### src/rtl/core/ncs_pkg.sv
// Package for the nested comment stripper: payload structs, byte codes and
// the result group passed from the scanner to the output queue. No dependencies.
`timescale 1ns / 1ps
`default_nettype none

package ncs_pkg;

    localparam int DEPTH_BITS = 8;

    localparam logic [7:0] CH_SLASH = 8'h2F;
    localparam logic [7:0] CH_STAR  = 8'h2A;
    localparam logic [7:0] CH_LF    = 8'h0A;
    localparam logic [7:0] CH_CR    = 8'h0D;
    localparam logic [7:0] CH_NUL   = 8'h00;
    localparam logic [7:0] CH_SPACE = 8'h20;

    localparam logic [1:0] ST_OK       = 2'd0;
    localparam logic [1:0] ST_OPEN     = 2'd1;
    localparam logic [1:0] ST_OVERFLOW = 2'd2;

    localparam int QUEUE_DEPTH = 3;

    typedef struct packed {
        logic [7:0] in_byte;
        logic       in_last;
    } t_in_item;

    typedef struct packed {
        logic [7:0] out_byte;
        logic       byte_present;
        logic       out_last;
        logic [1:0] status;
    } t_out_item;

    typedef struct packed {
        logic [1:0] count;
        t_out_item  first;
        t_out_item  second;
    } t_push;

endpackage

`default_nettype wire

### src/rtl/core/ncs_scan.sv
// Scanner for the nested comment stripper: input register, scan state and the
// single-step logic that turns one byte into up to two results. Uses ncs_pkg.
`timescale 1ns / 1ps
`default_nettype none

module ncs_scan (
    input  wire               i_clk,
    input  wire               i_rst_n,
    input  wire               i_valid,
    output logic              o_ready,
    input  ncs_pkg::t_in_item i_item,
    input  wire [1:0]         i_space,
    output ncs_pkg::t_push    o_push
);
    import ncs_pkg::*;

    typedef enum logic [1:0] {
        MODE_TEXT  = 2'd0,
        MODE_LINE  = 2'd1,
        MODE_BLOCK = 2'd2
    } t_mode;

    typedef enum logic [1:0] {
        PREV_NONE  = 2'd0,
        PREV_SLASH = 2'd1,
        PREV_STAR  = 2'd2
    } t_prev;

    localparam logic [DEPTH_BITS-1:0] DEPTH_MAX = '1;

    logic                  r_in_valid;
    t_in_item              r_in;
    t_mode                 r_mode, n_mode;
    logic                  r_pend, n_pend;
    t_prev                 r_prev, n_prev;
    logic [DEPTH_BITS-1:0] r_depth, n_depth;
    logic                  r_ovf, n_ovf;

    logic       take;
    logic [7:0] b;
    logic [1:0] cnt;
    t_out_item  e0, e1;
    logic [1:0] st;

    function automatic t_out_item mk(input logic [7:0] val);
        t_out_item it;
        it.out_byte     = val;
        it.byte_present = 1'b1;
        it.out_last     = 1'b0;
        it.status       = ST_OK;
        return it;
    endfunction

    always_comb begin
        b       = r_in.in_byte;
        n_mode  = r_mode;
        n_pend  = r_pend;
        n_prev  = r_prev;
        n_depth = r_depth;
        n_ovf   = r_ovf;
        cnt     = 2'd0;
        e0      = '0;
        e1      = '0;
        st      = ST_OK;
        case (r_mode)
            MODE_TEXT: begin
                if (r_pend) begin
                    n_pend = 1'b0;
                    if (b == CH_SLASH) begin
                        n_mode = MODE_LINE;
                        e0     = mk(CH_SPACE);
                        cnt    = 2'd1;
                    end else if (b == CH_STAR) begin
                        n_mode  = MODE_BLOCK;
                        n_depth = {{(DEPTH_BITS-1){1'b0}}, 1'b1};
                        n_prev  = PREV_NONE;
                    end else begin
                        e0  = mk(CH_SLASH);
                        e1  = mk(b);
                        cnt = 2'd2;
                    end
                end else if (b == CH_SLASH) begin
                    n_pend = 1'b1;
                end else begin
                    e0  = mk(b);
                    cnt = 2'd1;
                end
            end
            MODE_LINE: begin
                if (b inside {CH_LF, CH_CR, CH_NUL}) begin
                    n_mode = MODE_TEXT;
                    e0     = mk(b);
                    cnt    = 2'd1;
                end
            end
            MODE_BLOCK: begin
                if (r_prev == PREV_SLASH && b == CH_STAR) begin
                    if (r_depth == DEPTH_MAX) begin
                        n_ovf = 1'b1;
                    end else begin
                        n_depth = r_depth + 1'b1;
                    end
                    n_prev = PREV_NONE;
                end else if (r_prev == PREV_STAR && b == CH_SLASH) begin
                    n_prev = PREV_NONE;
                    if (r_depth != '0) begin
                        n_depth = r_depth - 1'b1;
                    end
                    if (r_depth <= {{(DEPTH_BITS-1){1'b0}}, 1'b1}) begin
                        n_mode = MODE_TEXT;
                        e0     = mk(CH_SPACE);
                        cnt    = 2'd1;
                    end
                end else if (b == CH_SLASH) begin
                    n_prev = PREV_SLASH;
                end else if (b == CH_STAR) begin
                    n_prev = PREV_STAR;
                end else begin
                    n_prev = PREV_NONE;
                end
            end
            default: begin
                n_mode = MODE_TEXT;
                if (b == CH_SLASH) begin
                    n_pend = 1'b1;
                end else begin
                    e0  = mk(b);
                    cnt = 2'd1;
                end
            end
        endcase

        if (r_in.in_last) begin
            if (n_pend) begin
                if (cnt == 2'd0) begin
                    e0 = mk(CH_SLASH);
                end else begin
                    e1 = mk(CH_SLASH);
                end
                cnt = cnt + 2'd1;
            end
            if (n_ovf) begin
                st = ST_OVERFLOW;
            end else if (n_mode == MODE_BLOCK) begin
                st = ST_OPEN;
            end
            if (cnt == 2'd0) begin
                e0  = '0;
                cnt = 2'd1;
            end
            if (cnt == 2'd1) begin
                e0.out_last = 1'b1;
                e0.status   = st;
            end else begin
                e1.out_last = 1'b1;
                e1.status   = st;
            end
            n_mode  = MODE_TEXT;
            n_pend  = 1'b0;
            n_prev  = PREV_NONE;
            n_depth = '0;
            n_ovf   = 1'b0;
        end
    end

    assign take    = r_in_valid && (cnt <= i_space);
    assign o_ready = !r_in_valid || take;

    always_comb begin
        o_push.count  = take ? cnt : 2'd0;
        o_push.first  = e0;
        o_push.second = e1;
    end

    always_ff @(posedge i_clk) begin
        if (!i_rst_n) begin
            r_in_valid <= 1'b0;
            r_mode     <= MODE_TEXT;
            r_pend     <= 1'b0;
            r_prev     <= PREV_NONE;
            r_depth    <= '0;
            r_ovf      <= 1'b0;
        end else begin
            if (o_ready) begin
                r_in_valid <= i_valid;
            end
            if (take) begin
                r_mode  <= n_mode;
                r_pend  <= n_pend;
                r_prev  <= n_prev;
                r_depth <= n_depth;
                r_ovf   <= n_ovf;
            end
        end
    end

    always_ff @(posedge i_clk) begin
        if (o_ready && i_valid) begin
            r_in <= i_item;
        end
    end

endmodule

`default_nettype wire

### src/rtl/core/ncs_outq.sv
// Three-entry result queue for the nested comment stripper: takes up to two
// results a cycle, delivers one while the result side is ready. Uses ncs_pkg.
`timescale 1ns / 1ps
`default_nettype none

module ncs_outq (
    input  wire                i_clk,
    input  wire                i_rst_n,
    input  ncs_pkg::t_push     i_push,
    output logic [1:0]         o_space,
    output logic               o_valid,
    input  wire                i_ready,
    output ncs_pkg::t_out_item o_res
);
    import ncs_pkg::*;

    t_out_item  r_mem [QUEUE_DEPTH];
    logic [1:0] r_head, r_tail, r_count;
    logic [1:0] n_head, n_tail, n_count;
    logic [1:0] tail1;
    logic       pop;

    function automatic logic [1:0] inc(input logic [1:0] p);
        return (p == 2'(QUEUE_DEPTH - 1)) ? 2'd0 : p + 2'd1;
    endfunction

    assign tail1   = inc(r_tail);
    assign o_space = 2'(QUEUE_DEPTH) - r_count;
    assign o_valid = r_count != 2'd0;
    assign o_res   = r_mem[r_head];
    assign pop     = o_valid && i_ready;

    always_comb begin
        n_head  = pop ? inc(r_head) : r_head;
        n_tail  = r_tail;
        if (i_push.count == 2'd1) begin
            n_tail = tail1;
        end else if (i_push.count == 2'd2) begin
            n_tail = inc(tail1);
        end
        n_count = r_count + i_push.count - {1'b0, pop};
    end

    always_ff @(posedge i_clk) begin
        if (!i_rst_n) begin
            r_head  <= '0;
            r_tail  <= '0;
            r_count <= '0;
        end else begin
            r_head  <= n_head;
            r_tail  <= n_tail;
            r_count <= n_count;
        end
    end

    always_ff @(posedge i_clk) begin
        if (i_push.count != 2'd0) begin
            r_mem[r_tail] <= i_push.first;
        end
        if (i_push.count == 2'd2) begin
            r_mem[tail1] <= i_push.second;
        end
    end

endmodule

`default_nettype wire

### src/rtl/core/nested_comment_stripper.sv
// Top level of the nested comment stripper: scanner followed by result queue.
// Depends on ncs_pkg, ncs_scan and ncs_outq.
//
//   channel   direction  handshake          payload
//   request   in         i_valid / o_ready  i_item (t_in_item)
//   result    out        o_valid / i_ready  o_res  (t_out_item)
//
// One byte is taken per cycle while the queue has room; it waits in the input register and
// its results then go into the queue. A request that yields two results (a flushed slash)
// is held in the input register until the three-entry result queue has room for both.
// Synchronous active-low reset returns the scan state to normal text.
// A stalled result side fills the queue, then the input register, then o_ready falls.
`timescale 1ns / 1ps
`default_nettype none

module nested_comment_stripper (
    input  wire                i_clk,
    input  wire                i_rst_n,
    input  wire                i_valid,
    output logic               o_ready,
    input  ncs_pkg::t_in_item  i_item,
    output logic               o_valid,
    input  wire                i_ready,
    output ncs_pkg::t_out_item o_res
);
    import ncs_pkg::*;

    t_push      push;
    logic [1:0] space;

    ncs_scan u_scan (
        .i_clk   (i_clk),
        .i_rst_n (i_rst_n),
        .i_valid (i_valid),
        .o_ready (o_ready),
        .i_item  (i_item),
        .i_space (space),
        .o_push  (push)
    );

    ncs_outq u_outq (
        .i_clk   (i_clk),
        .i_rst_n (i_rst_n),
        .i_push  (push),
        .o_space (space),
        .o_valid (o_valid),
        .i_ready (i_ready),
        .o_res   (o_res)
    );

endmodule

`default_nettype wire

### config.mk
export PLATFORM = sky130hd
export DESIGN_NAME = nested_comment_stripper
export DESIGN_NICKNAME = d
export VERILOG_FILES = /design/src/rtl/core/ncs_pkg.sv /design/src/rtl/core/ncs_scan.sv /design/src/rtl/core/ncs_outq.sv /design/src/rtl/core/nested_comment_stripper.sv
export SDC_FILE = /design/constraint.sdc
export NUM_CORES = 1
export LEC_CHECK = 0
export BUFFER_PORTS_ARGS = -buffer_cell sky130_fd_sc_hd__buf_2
export CAP_MARGIN = 10
export CELL_PAD_IN_SITES_DETAIL_PLACEMENT = 1
export CELL_PAD_IN_SITES_GLOBAL_PLACEMENT = 1
export CORE_MARGIN = 2
export CORE_UTILIZATION = 48
export DETAILED_ROUTE_END_ITERATION = 7
export GPL_TIMING_DRIVEN = 0
export HOLD_SLACK_MARGIN = 0.1
export PLACE_DENSITY_LB_ADDON = 0.15
export RECOVER_POWER = 25
export SETUP_SLACK_MARGIN = 0.2
export SYNTH_ARGS = -nofsm -noshare
export SYNTH_HDL_FRONTEND = slang
export SYNTH_HIERARCHICAL = 1
export SYNTH_SLANG_ARGS = --single-unit
### constraint.sdc
create_clock -name i_clk -period 7.5 [get_ports i_clk]
set_input_delay 0.75 -clock i_clk [delete_from_list [all_inputs] [get_ports i_clk]]
set_output_delay 0.75 -clock i_clk [all_outputs]
set_load 0.1 [all_outputs]
==> impl_metrics.csv, run 1 <==
group,metric,value,unit
synthesis,synth_top_cell_by_area,"edfxtp_1",
sta,tightestPinTransition,1.18,ns
floorplan,num_rows,34,
synthesis,synthesis.area,4260,um2
cts,clockRootBuffer,"clkbuf_8",
worst_setup_path,cp_data_required_time,7.55,ns
sta,setup_violations,0,
sta,setup_ws,0.715,ns
global_routing,grtUsageTotal,24.7,%
sta,finalCritPeriodShare,90.5,%
cts,holdBufCountCts,0,
route,drt_iter0_markers,171,
worst_setup_path,cp_max_fo,10,
placed_design,dpl_worst_slack,0.853,ns
layout,fillers,991,
sta,period_needed,6.78,ns
cts,cts_buffer_depth,2,
layout,n_antenna_cell,0,
global_routing,grt_overflow_total,0,
route,vias_per_cell,5.91,
cts,clkTransAtPathRegs,0.08,ns
route,totalWireLength,11200,um
hold_path,min_path_type,"flop to flop",
floorplan,die_height,98.2,um
cts,cts_buffers,9,
cts,insertion_delay,0.35,ns
synthesis,ys_top_cells_by_area,"edfxtp_1 (32%), dfxtp_1 (11%), mux2_2 (10%), ha_1 (5.0%), nand2_1 (4.0%)",
worst_setup_path,crit_path_end_kind,"flop",
synthesis,synth_top_flop_cell,"edfxtp_1",
cts,cts_tree,"built",
synthesis,syn_nets,461,
placed_design,portBuffers,26,
pwr,power_density,206,nW/um2
sta,rsz0062_at_grt,"no",
synthesis,yosysWarnings,6,
route,drtAntennaViolNets,0,
floorplan,start_util,49.1,%
cts,cts_setup_buffers,0,
sta,fmax,147,MHz
floorplan,io_pins,27,
floorplan,core,8680,um2
synthesis,ys_ff_latch,68,
synthesis,syn_inst,431,
worst_setup_path,start_kind,"flop",
pwr,report.power.total,0.980,mW
sta,slew_headroom,21.9,%
route,vias,3454,
route,drt_pass1_iterations,4,
layout,final_util,54.9,%
layout,layout-drive-gt1-share,19.3,%
sta,clock_skew,0.0136,ns
worst_setup_path,cp.arrival,6.84,ns
layout,layout_common_cells,"nand2_1 (45), edfxtp_1 (45), mux2_2 (38)",
synthesis,synth_edf_count,45,
global_routing,antenna_found_initial,0,
pwr,peakVddDrop,0.000124,V
synthesis,yosys.area.top_type_share,31.7,%
floorplan,die_w,98.2,um
global_routing,grt_max_degree,14,
floorplan,dieArea,9650,um2
placed_design,place.gp.congestion,0.830,
worst_setup_path,criticalPathCategory,"flop to flop",
synthesis,async_flop_share,0,%
synthesis,synthDistinctLibCells,62,
sta,drv_slew,0,
worst_setup_path,ff2ff_setup_slack,0.72,ns
route,drc,0,
sta,hold_violations,0,
status,status,"completed",
run,maxCapViolCount,0,
cts,cts_resized,0,
layout,nets,501,
placed_design,dp.final_hpwl,8150,um
cts,cts.sinks,68,
pwr,leakagePower,1.85,nW
global_routing,grt_pass1_vias,3625,
synthesis,yosysSeqAreaShare,42.5,%
cts,htreeDepth,3,
route,routedWlPerCell,19.1,um
sta,finalSetupTns,0,ns
layout,area_growth,11.9,%
global_routing,grt_pass1_wl,19000,um
synthesis,synth.avg_cell_area,9.89,um2
cells in the mapped netlist (7+ instances only):
cell / number
a21oi_1: 23
and3_1: 11
clkbuf_1: 10
dfxtp_1: 23
edfxtp_1: 45
ha_1: 17
inv_1: 21
mux2_2: 38
mux2i_1: 14
nand2_1: 45
nand2b_1: 8
nand3_1: 14
nor2_1: 21
nor2b_1: 8
nor3_1: 7
nor4_1: 7
o21ai_0: 28
final cells by class:
cell class	instances	area (um2)	area share, %
plain buffers	21	133	2.78
well taps	108	135	2.83
repair buffers	29	139	2.91
flip-flops and latches	68	1810	38.0
clock inverters	7	98.8	2.07
clock buffers	9	124	2.60
multi-input cells	321	2250	47.1
inverters	21	78.8	1.65
worst max-delay path, stage by stage (launching register included):
cell and delay, ns:
edfxtp_1 0.49, or4b_1 0.56, clkbuf_1 0.21, or3_2 0.51
clkbuf_1 0.21, ha_1 0.31, nand2b_1 0.14, a32oi_1 0.35
inv_1 0.11, ha_1 0.34, nand2_1 0.10, nand3_1 0.25
o21a_1 0.21, ha_1 0.29, nor2b_1 0.16, o21ai_0 0.42
nand2_1 0.28, inv_1 0.19, and2_1 0.21, ha_1 0.29
nand2_1 0.19, buf_4 0.24, o31ai_2 0.13, buf_4 0.29
through the flow:
step                      instances  area (um2)  hold slack [ns]
final                           584        4770            0.479
after global routing            584        4770            0.523
after CTS                       584        4790            0.483
after detailed placement        568        4560            0.465
after global placement          565        4530            0.448
after floorplan                 431        4260            0.437
worst paths after layout:
kind	start	endpoint	cells past startpoint
min	u_scan/r_ovf	u_scan/r_ovf	2
max reg2reg	u_scan/b[7]	u_outq/r_mem[0][5]	23
min reg2reg	u_scan/r_ovf	u_scan/r_ovf	2
max	u_scan/b[7]	u_outq/r_mem[0][5]	23
report_power, final:
part           switching (mW)  total (mW)  internal, mW
clock                   0.155       0.344         0.189
sequential             0.0150       0.442         0.427
combinational           0.141       0.194        0.0531
cells by family after synthesis:
family	after synthesis	synth area share (%)
AO/OA/AOI/OAI	93	13.8
XOR/XNOR	6	1.23
adder cells (fa/ha/maj)	17	4.99
buffers and inverters	42	4.99
flip-flops	68	42.5
multiplexers	52	13.3
AND/OR/NAND/NOR	153	19.1
state kept, by name, summed over array words and instances (netlist names), named ones only:
signal and flops:
u_outq/r_mem 36, u_scan/b 8, u_scan/r_depth 8, u_outq/r_count 2, u_outq/r_head 2, u_outq/r_tail 2, u_scan/r_mode 2, u_scan/r_prev 2
u_scan/r_in 1, u_scan/r_in_valid 1, u_scan/r_ovf 1, u_scan/r_pend 1
metal layers:
metal  track usage (%)  share of wire (%)
met1              30.9                 44
met2              43.7                 51
met5                 0                  0
met4              6.74                1.2
met3              4.58                4.2
No activity file was read; power rests on OpenSTA's default activity.
==> run 2, diff against run 1 <==
==> constraint.sdc (replaced) <==
create_clock -name i_clk -period 7.5 [get_ports i_clk]
set_input_delay 0.75 -clock i_clk [delete_from_list [all_inputs] [get_ports i_clk]]
set_output_delay 0.75 -clock i_clk [all_outputs]
set_load 0.005 [all_outputs]
==> impl_metrics.csv, run 2 (same netlist as run 1, synthesis figures left out) <==
group,metric,value,unit
status,status,"completed",
cts,cts_buffers,9,
cts,cts_tree,"built",
worst_setup_path,crit_path_end_kind,"flop",
route,drc,0,
global_routing,grt_pass1_vias,3625,
route,drtAntennaViolNets,0,
sta,drv_slew,0,
global_routing,grtUsageTotal,24.7,%
floorplan,start_util,49.1,%
global_routing,antenna_found_initial,0,
worst_setup_path,r2r_cells,23,
worst_setup_path,startpoint,"u_scan/b[7]",
worst_setup_path,cp_num_cells,23,
placed_design,dp.final_hpwl,8150,um
sta,clock_skew,0.0136,ns
pwr,power_density,192,nW/um2
layout,area_growth,11.9,%
placed_design,post_dp_cell_area,4560,um2
layout,register_area,1810,um2
layout,postLayoutCellArea,4770,um2
worst_setup_path,cp_data_required_time,7.55,ns
layout,fillers,991,
floorplan,dieArea,9650,um2
cts,clkTransAtPathRegs,0.08,ns
route,routedWlPerCell,19.1,um
layout,layout_common_cells,"nand2_1 (45), edfxtp_1 (45), mux2_2 (38)",
worst_setup_path,cp_max_fo,10,
layout,n_antenna_cell,0,
sta,finalSetupTns,0,ns
cts,insertion_delay,0.35,ns
worst_setup_path,critical-path-slowest-cell,"or4b_1",
cts,holdBufCountCts,0,
placed_design,portBuffers,26,
worst_setup_path,crit_buf_inv,6,
cts,clockRootBuffer,"clkbuf_8",
cts,cts_resized,0,
worst_setup_path,critical_path.max_stage_delay,0.56,ns
floorplan,io_pins,27,
worst_setup_path,cp_common_cell,"ha_1",
worst_setup_path,crit_family,"simple AND/OR/NAND/NOR gates",
floorplan,die_height,98.2,um
route,drt_pass1_iterations,4,
global_routing,grt_overflow_total,0,
global_routing,grt_max_degree,14,
sta,period_needed,6.78,ns
layout,nets,501,
worst_setup_path,start_kind,"flop",
cts,cts_buffer_depth,2,
worst_setup_path,worst_setup_path_endpoint,"u_outq/r_mem[0][5]",
route,vias_per_cell,5.91,
worst_setup_path,r2r_start,"u_scan/b[7]",
sta,setup_violations,0,
pwr,peakVddDrop,0.000124,V
hold_path,min_path_type,"flop to flop",
route,drt_iter0_markers,171,
layout,largest_register_ffs,36,
sta,slew_headroom,36.8,%
sta,tightestPinTransition,0.933,ns
layout,layout-drive-gt1-share,19.5,%
layout,multiInputGateArea,2250,um2
worst_setup_path,criticalPathCategory,"flop to flop",
route,totalWireLength,11200,um
sta,finalCritPeriodShare,90.5,%
worst_setup_path,crit_chain,"or4b_1 -> clkbuf_1 -> or3_2 -> clkbuf_1 -> ha_1 -> nand2b_1 -> a32oi_1 -> inv_1 -> ha_1 -> nand2_1 -> nand3_1 -> o21a_1 -> ha_1 -> nor2b_1 -> o21ai_0 -> nand2_1 -> inv_1 -> and2_1 -> ha_1 -> nand2_1 -> buf_4 -> o31ai_2 -> buf_4",
floorplan,die_w,98.2,um
sta,fmax,147,MHz
layout,top_register,"u_outq/r_mem",
sta,rsz0062_at_grt,"no",
worst_setup_path,cp.arrival,6.84,ns
run,maxCapViolCount,0,
placed_design,place.gp.congestion,0.830,
worst_setup_path,reg2reg_to,"u_outq/r_mem[0][5]",
cts,cts_setup_buffers,0,
cts,htreeDepth,3,
sta,setup_ws,0.715,ns
pwr,leakagePower,1.86,nW
worst_setup_path,ff2ff_setup_slack,0.72,ns
placed_design,dpl_worst_slack,0.853,ns
sta,hold_violations,0,
pwr,report.power.total,0.913,mW
floorplan,num_rows,34,
route,vias,3454,
global_routing,grt_pass1_wl,19000,um
floorplan,core,8680,um2
cts,cts.sinks,68,
run 2: through the flow:
step	std cells	hold slack (ns)	util, %
detailed placement	568	0.465	52.6
finish	584	0.479	54.9
CTS	584	0.483	55.1
global route	584	0.523	54.9
floorplan	431	0.437	-
global placement	565	0.448	52.2
run 2: where the power goes:
| group | internal (mW) | switching [mW] | total [mW] |
|---|---|---|---|
| clock | 0.189 | 0.155 | 0.344 |
| sequential | 0.427 | 0.0150 | 0.442 |
| combinational | 0.0536 | 0.0739 | 0.127 |
| total | 0.669 | 0.244 | 0.913 |
run 2: layer usage:
layer	vias to the layer above	share of wire (%)	GRT usage, %
li1	1670	-	-
met1	1688	44	30.9
met2	80	51	43.7
met3	16	4.2	4.58
met4	0	1.2	6.74
met5	-	0	0
run 2: worst min-delay path by stage:
stage	cells past startpoint	from	end
after floorplan	2	u_scan/r_ovf	u_scan/r_ovf
after global placement	2	u_scan/r_ovf	u_scan/r_ovf
after detailed placement	2	u_scan/r_ovf	u_scan/r_ovf
after CTS	2	u_scan/r_ovf	u_scan/r_ovf
after global routing	2	u_scan/r_ovf	u_scan/r_ovf
final	2	u_scan/r_ovf	u_scan/r_ovf
run 2: worst min-delay path: stages, from the launching register on:
cell     delay, ns
dfxtp_1       0.33
a21oi_1       0.05
nor2_1        0.07
run 2: layout make-up:
class                   instances  share of cell area, %
clock inverters                 7                   2.07
multi-input cells             321                   47.1
inverters                      21                   1.65
clock buffers                   9                   2.60
plain buffers                  21                   2.78
repair buffers                 29                   2.94
well taps                     108                   2.83
flip-flops and latches         68                   38.0
==> run 3, diff against run 2 <==
--- a/config.mk
+++ b/config.mk
@@ -19,5 +19,4 @@
 export SETUP_SLACK_MARGIN = 0.2
 export SYNTH_ARGS = -nofsm -noshare
 export SYNTH_HDL_FRONTEND = slang
-export SYNTH_HIERARCHICAL = 1
 export SYNTH_SLANG_ARGS = --single-unit
==> impl_metrics.csv, run 3 <==
group,metric,value,unit
pwr,peakVddDrop,0.0000939,V
layout,nets,494,
status,status,"completed",
route,vias_per_cell,5.94,
synthesis,synthMuxAreaShare,6.85,%
layout,postLayoutCellArea,4680,um2
synthesis,synth_most_common_cell,"nand2_1",
worst_setup_path,critical-path-slowest-cell,"a211oi_1",
sta,slew_headroom,24.8,%
synthesis,synth_commonest_cells,"nand2_1 (60), edfxtp_1 (45), o21ai_0 (33)",
worst_setup_path,crit_buf_inv,4,
worst_setup_path,ff2ff_setup_slack,0.97,ns
pwr,power_density,220,nW/um2
global_routing,grt_pass1_vias,3656,
placed_design,place.gp.congestion,0.895,
worst_setup_path,crit_chain,"nor4b_4 -> nand4_4 -> ha_1 -> nand2b_1 -> a31oi_4 -> inv_1 -> ha_1 -> a32o_1 -> clkbuf_1 -> ha_1 -> nor2b_1 -> o21ai_0 -> and2_0 -> clkbuf_1 -> nand2_1 -> a211oi_1 -> clkbuf_1 -> o21ai_0 -> nand2_1 -> a21boi_0",
floorplan,io_pins,27,
cts,cts_resized,0,
synthesis,synth_compound_area_share,18.0,%
worst_setup_path,criticalPathCategory,"flop to flop",
cts,insertion_delay,0.36,ns
worst_setup_path,crit_family,"compound AO/OA/AOI/OAI gates",
worst_setup_path,crit_path_end_kind,"flop",
sta,clock_skew,0.0147,ns
synthesis,synth_fa_ha_area_share,4.24,%
placed_design,dp.final_hpwl,8230,um
floorplan,die_w,96.7,um
synthesis,synth_xor_area_share,1.06,%
synthesis,synth_edf_count,45,
synthesis,synth_top_flop_cell,"edfxtp_1",
placed_design,portBuffers,26,
worst_setup_path,critical_path.max_stage_delay,0.73,ns
layout,n_antenna_cell,0,
route,drt_iter0_markers,158,
sta,tightestPinTransition,1.13,ns
cts,cts_buffers,9,
cts,holdBufCountCts,0,
synthesis,synth_top_family_by_area,"simple AND/OR/NAND/NOR gates",
floorplan,num_rows,33,
route,vias,3429,
route,totalWireLength,10800,um
global_routing,grtUsageTotal,24.5,%
worst_setup_path,r2r_cells,20,
layout,final_util,56.7,%
pwr,leakagePower,1.76,nW
floorplan,core,8260,um2
layout,layout-drive-gt1-share,12.7,%
route,routedWlPerCell,18.7,um
sta,hold_violations,0,
synthesis,synthSimpleGateAreaFrac,21.9,%
floorplan,die_height,96.7,um
layout,area_growth,13.5,%
synthesis,yosys.area.top_type_share,32.7,%
run,maxCapViolCount,0,
sta,setup_violations,0,
synthesis,yosysSeqAreaShare,43.9,%
floorplan,start_util,50.0,%
global_routing,grt_max_degree,14,
sta,finalSetupTns,0,ns
synthesis,synthDistinctLibCells,62,
hold_path,min_path_cells,2,
worst_setup_path,reg2reg_to,"u_scan.r_depth[7]",
hold_path,hp-start,"u_scan.r_depth[7]",
sta,drv_slew,0,
synthesis,synth_top_cell_by_area,"edfxtp_1",
worst_setup_path,r2r_start,"u_scan.b[4]",
layout,top_register,"u_outq.r_mem",
cts,cts_setup_buffers,0,
hold_path,hold_path_end,"u_scan.r_depth[7]",
synthesis,synth.avg_cell_area,9.67,um2
cts,cts.sinks,68,
worst_setup_path,cp_data_required_time,7.74,ns
hold_path,min_path_type,"flop to flop",
placed_design,post_dp_cell_area,4430,um2
synthesis,synthesis.area,4130,um2
global_routing,antenna_found_initial,0,
floorplan,dieArea,9360,um2
synthesis,async_flop_share,0,%
route,drc,0,
layout,final_common_cell,"nand2_1",
layout,layout_common_cells,"nand2_1 (60), edfxtp_1 (45), o21ai_0 (33)",
synthesis,ys_ff_latch,68,
synthesis,syn_inst,427,
cts,cts_tree,"built",
route,drt_pass1_iterations,4,
synthesis,ys_top_cells_by_area,"edfxtp_1 (33%), dfxtp_1 (11%), mux2i_1 (6.3%), nand2_1 (5.5%), ha_1 (4.2%)",
synthesis,syn_nets,454,
worst_setup_path,cp.arrival,6.77,ns
cts,clkTransAtPathRegs,0.08,ns
synthesis,yosysWarnings,0,
sta,finalCritPeriodShare,87.0,%
route,drtAntennaViolNets,0,
sta,fmax,153,MHz
global_routing,grt_overflow_total,0,
sta,rsz0062_at_grt,"no",
sta,period_needed,6.53,ns
worst_setup_path,cp_max_fo,10,
global_routing,grt_pass1_wl,18500,um
worst_setup_path,start_kind,"flop",
cts,clockRootBuffer,"clkbuf_8",
cts,htreeDepth,3,
layout,largest_register_ffs,36,
cts,cts_buffer_depth,2,
run 3: cell types whose count changed after synthesis, sizes merged, moves of 7 or more:
cell and change:
mux2 -38, nand2 +14, mux2i +13, and3 -10
nor2b +9, and2 +7, nand4b +7
run 3: area by class of cell:
type                       instances  area (um2)
fill                             974        3570
multi-input combinational        321        2170
sequential                        68        1810
timing repair buffer              29         141
clock inverter                     6         138
tap                              105         131
clock buffer                      10         128
buffer                            19        96.3
inverter                          19        71.3
run 3: report_power, final:
group | switching [mW] | internal (mW)
sequential | 0.0182 | 0.428
combinational | 0.105 | 0.0715
clock | 0.150 | 0.256
total | 0.273 | 0.755
run 3: logic make-up (layout without fill, tap and decap cells):
group                      Yosys count  in the layout
and+or+nand+nor                    162            162
AOI/OAI and AO/OA                  113            113
DFF                                 68             68
buffers and inverters               38             83
muxes                               27             27
adders and majority gates           14             14
xor gates and xnor gates             5              5
run 3: worst max-delay path by stage:
| stage | start | endpoint | slack, ns | cells after the start |
|---|---|---|---|---|
| 6_report | u_scan.b[4] | u_scan.r_depth[7] | 0.97 | 20 |
| 5_1_grt | u_scan.b[4] | u_scan.r_depth[5] | 0.28 | 19 |
| 4_1_cts | u_scan.b[4] | u_scan.r_depth[7] | 1.16 | 20 |
| 3_5_place_dp | u_scan.b[4] | u_scan.r_depth[4] | 1.21 | 20 |
| 3_3_place_gp | u_scan.b[7] | u_outq.r_mem[0][10] | 0.84 | 15 |
| 2_1_floorplan | u_scan.b[4] | u_outq.r_mem[2][0] | 2.05 | 15 |
run 3: metal layers:
metal | part of all wire (%) | global-route usage, % | up-vias
met5 | 0 | 0 | -
met4 | 2.5 | 9.86 | 0
met3 | 3.0 | 4.91 | 26
met2 | 51 | 42.4 | 60
met1 | 43 | 30.0 | 1698
li1 | - | - | 1645
run 3: through the flow:
stage               setup WS [ns]  cells  hold WS [ns]  power (mW)
floorplan                    2.05    427         0.452       0.569
global placement            0.836    558         0.467       0.620
detailed placement           1.21    561         0.482       0.636
CTS                          1.16    577         0.492        1.04
global route                0.279    577         0.526        1.08
finish                      0.972    577         0.488        1.03
run 3: worst register-to-register path, stage by stage, from the launching register on:
cell	delay, ns
edfxtp_1	0.50
nor4b_4	0.58
nand4_4	0.25
ha_1	0.34
nand2b_1	0.21
a31oi_4	0.35
inv_1	0.15
ha_1	0.34
a32o_1	0.17
clkbuf_1	0.43
ha_1	0.34
nor2b_1	0.13
o21ai_0	0.32
and2_0	0.18
clkbuf_1	0.44
nand2_1	0.25
a211oi_1	0.73
clkbuf_1	0.40
o21ai_0	0.16
nand2_1	0.09
a21boi_0	0.07
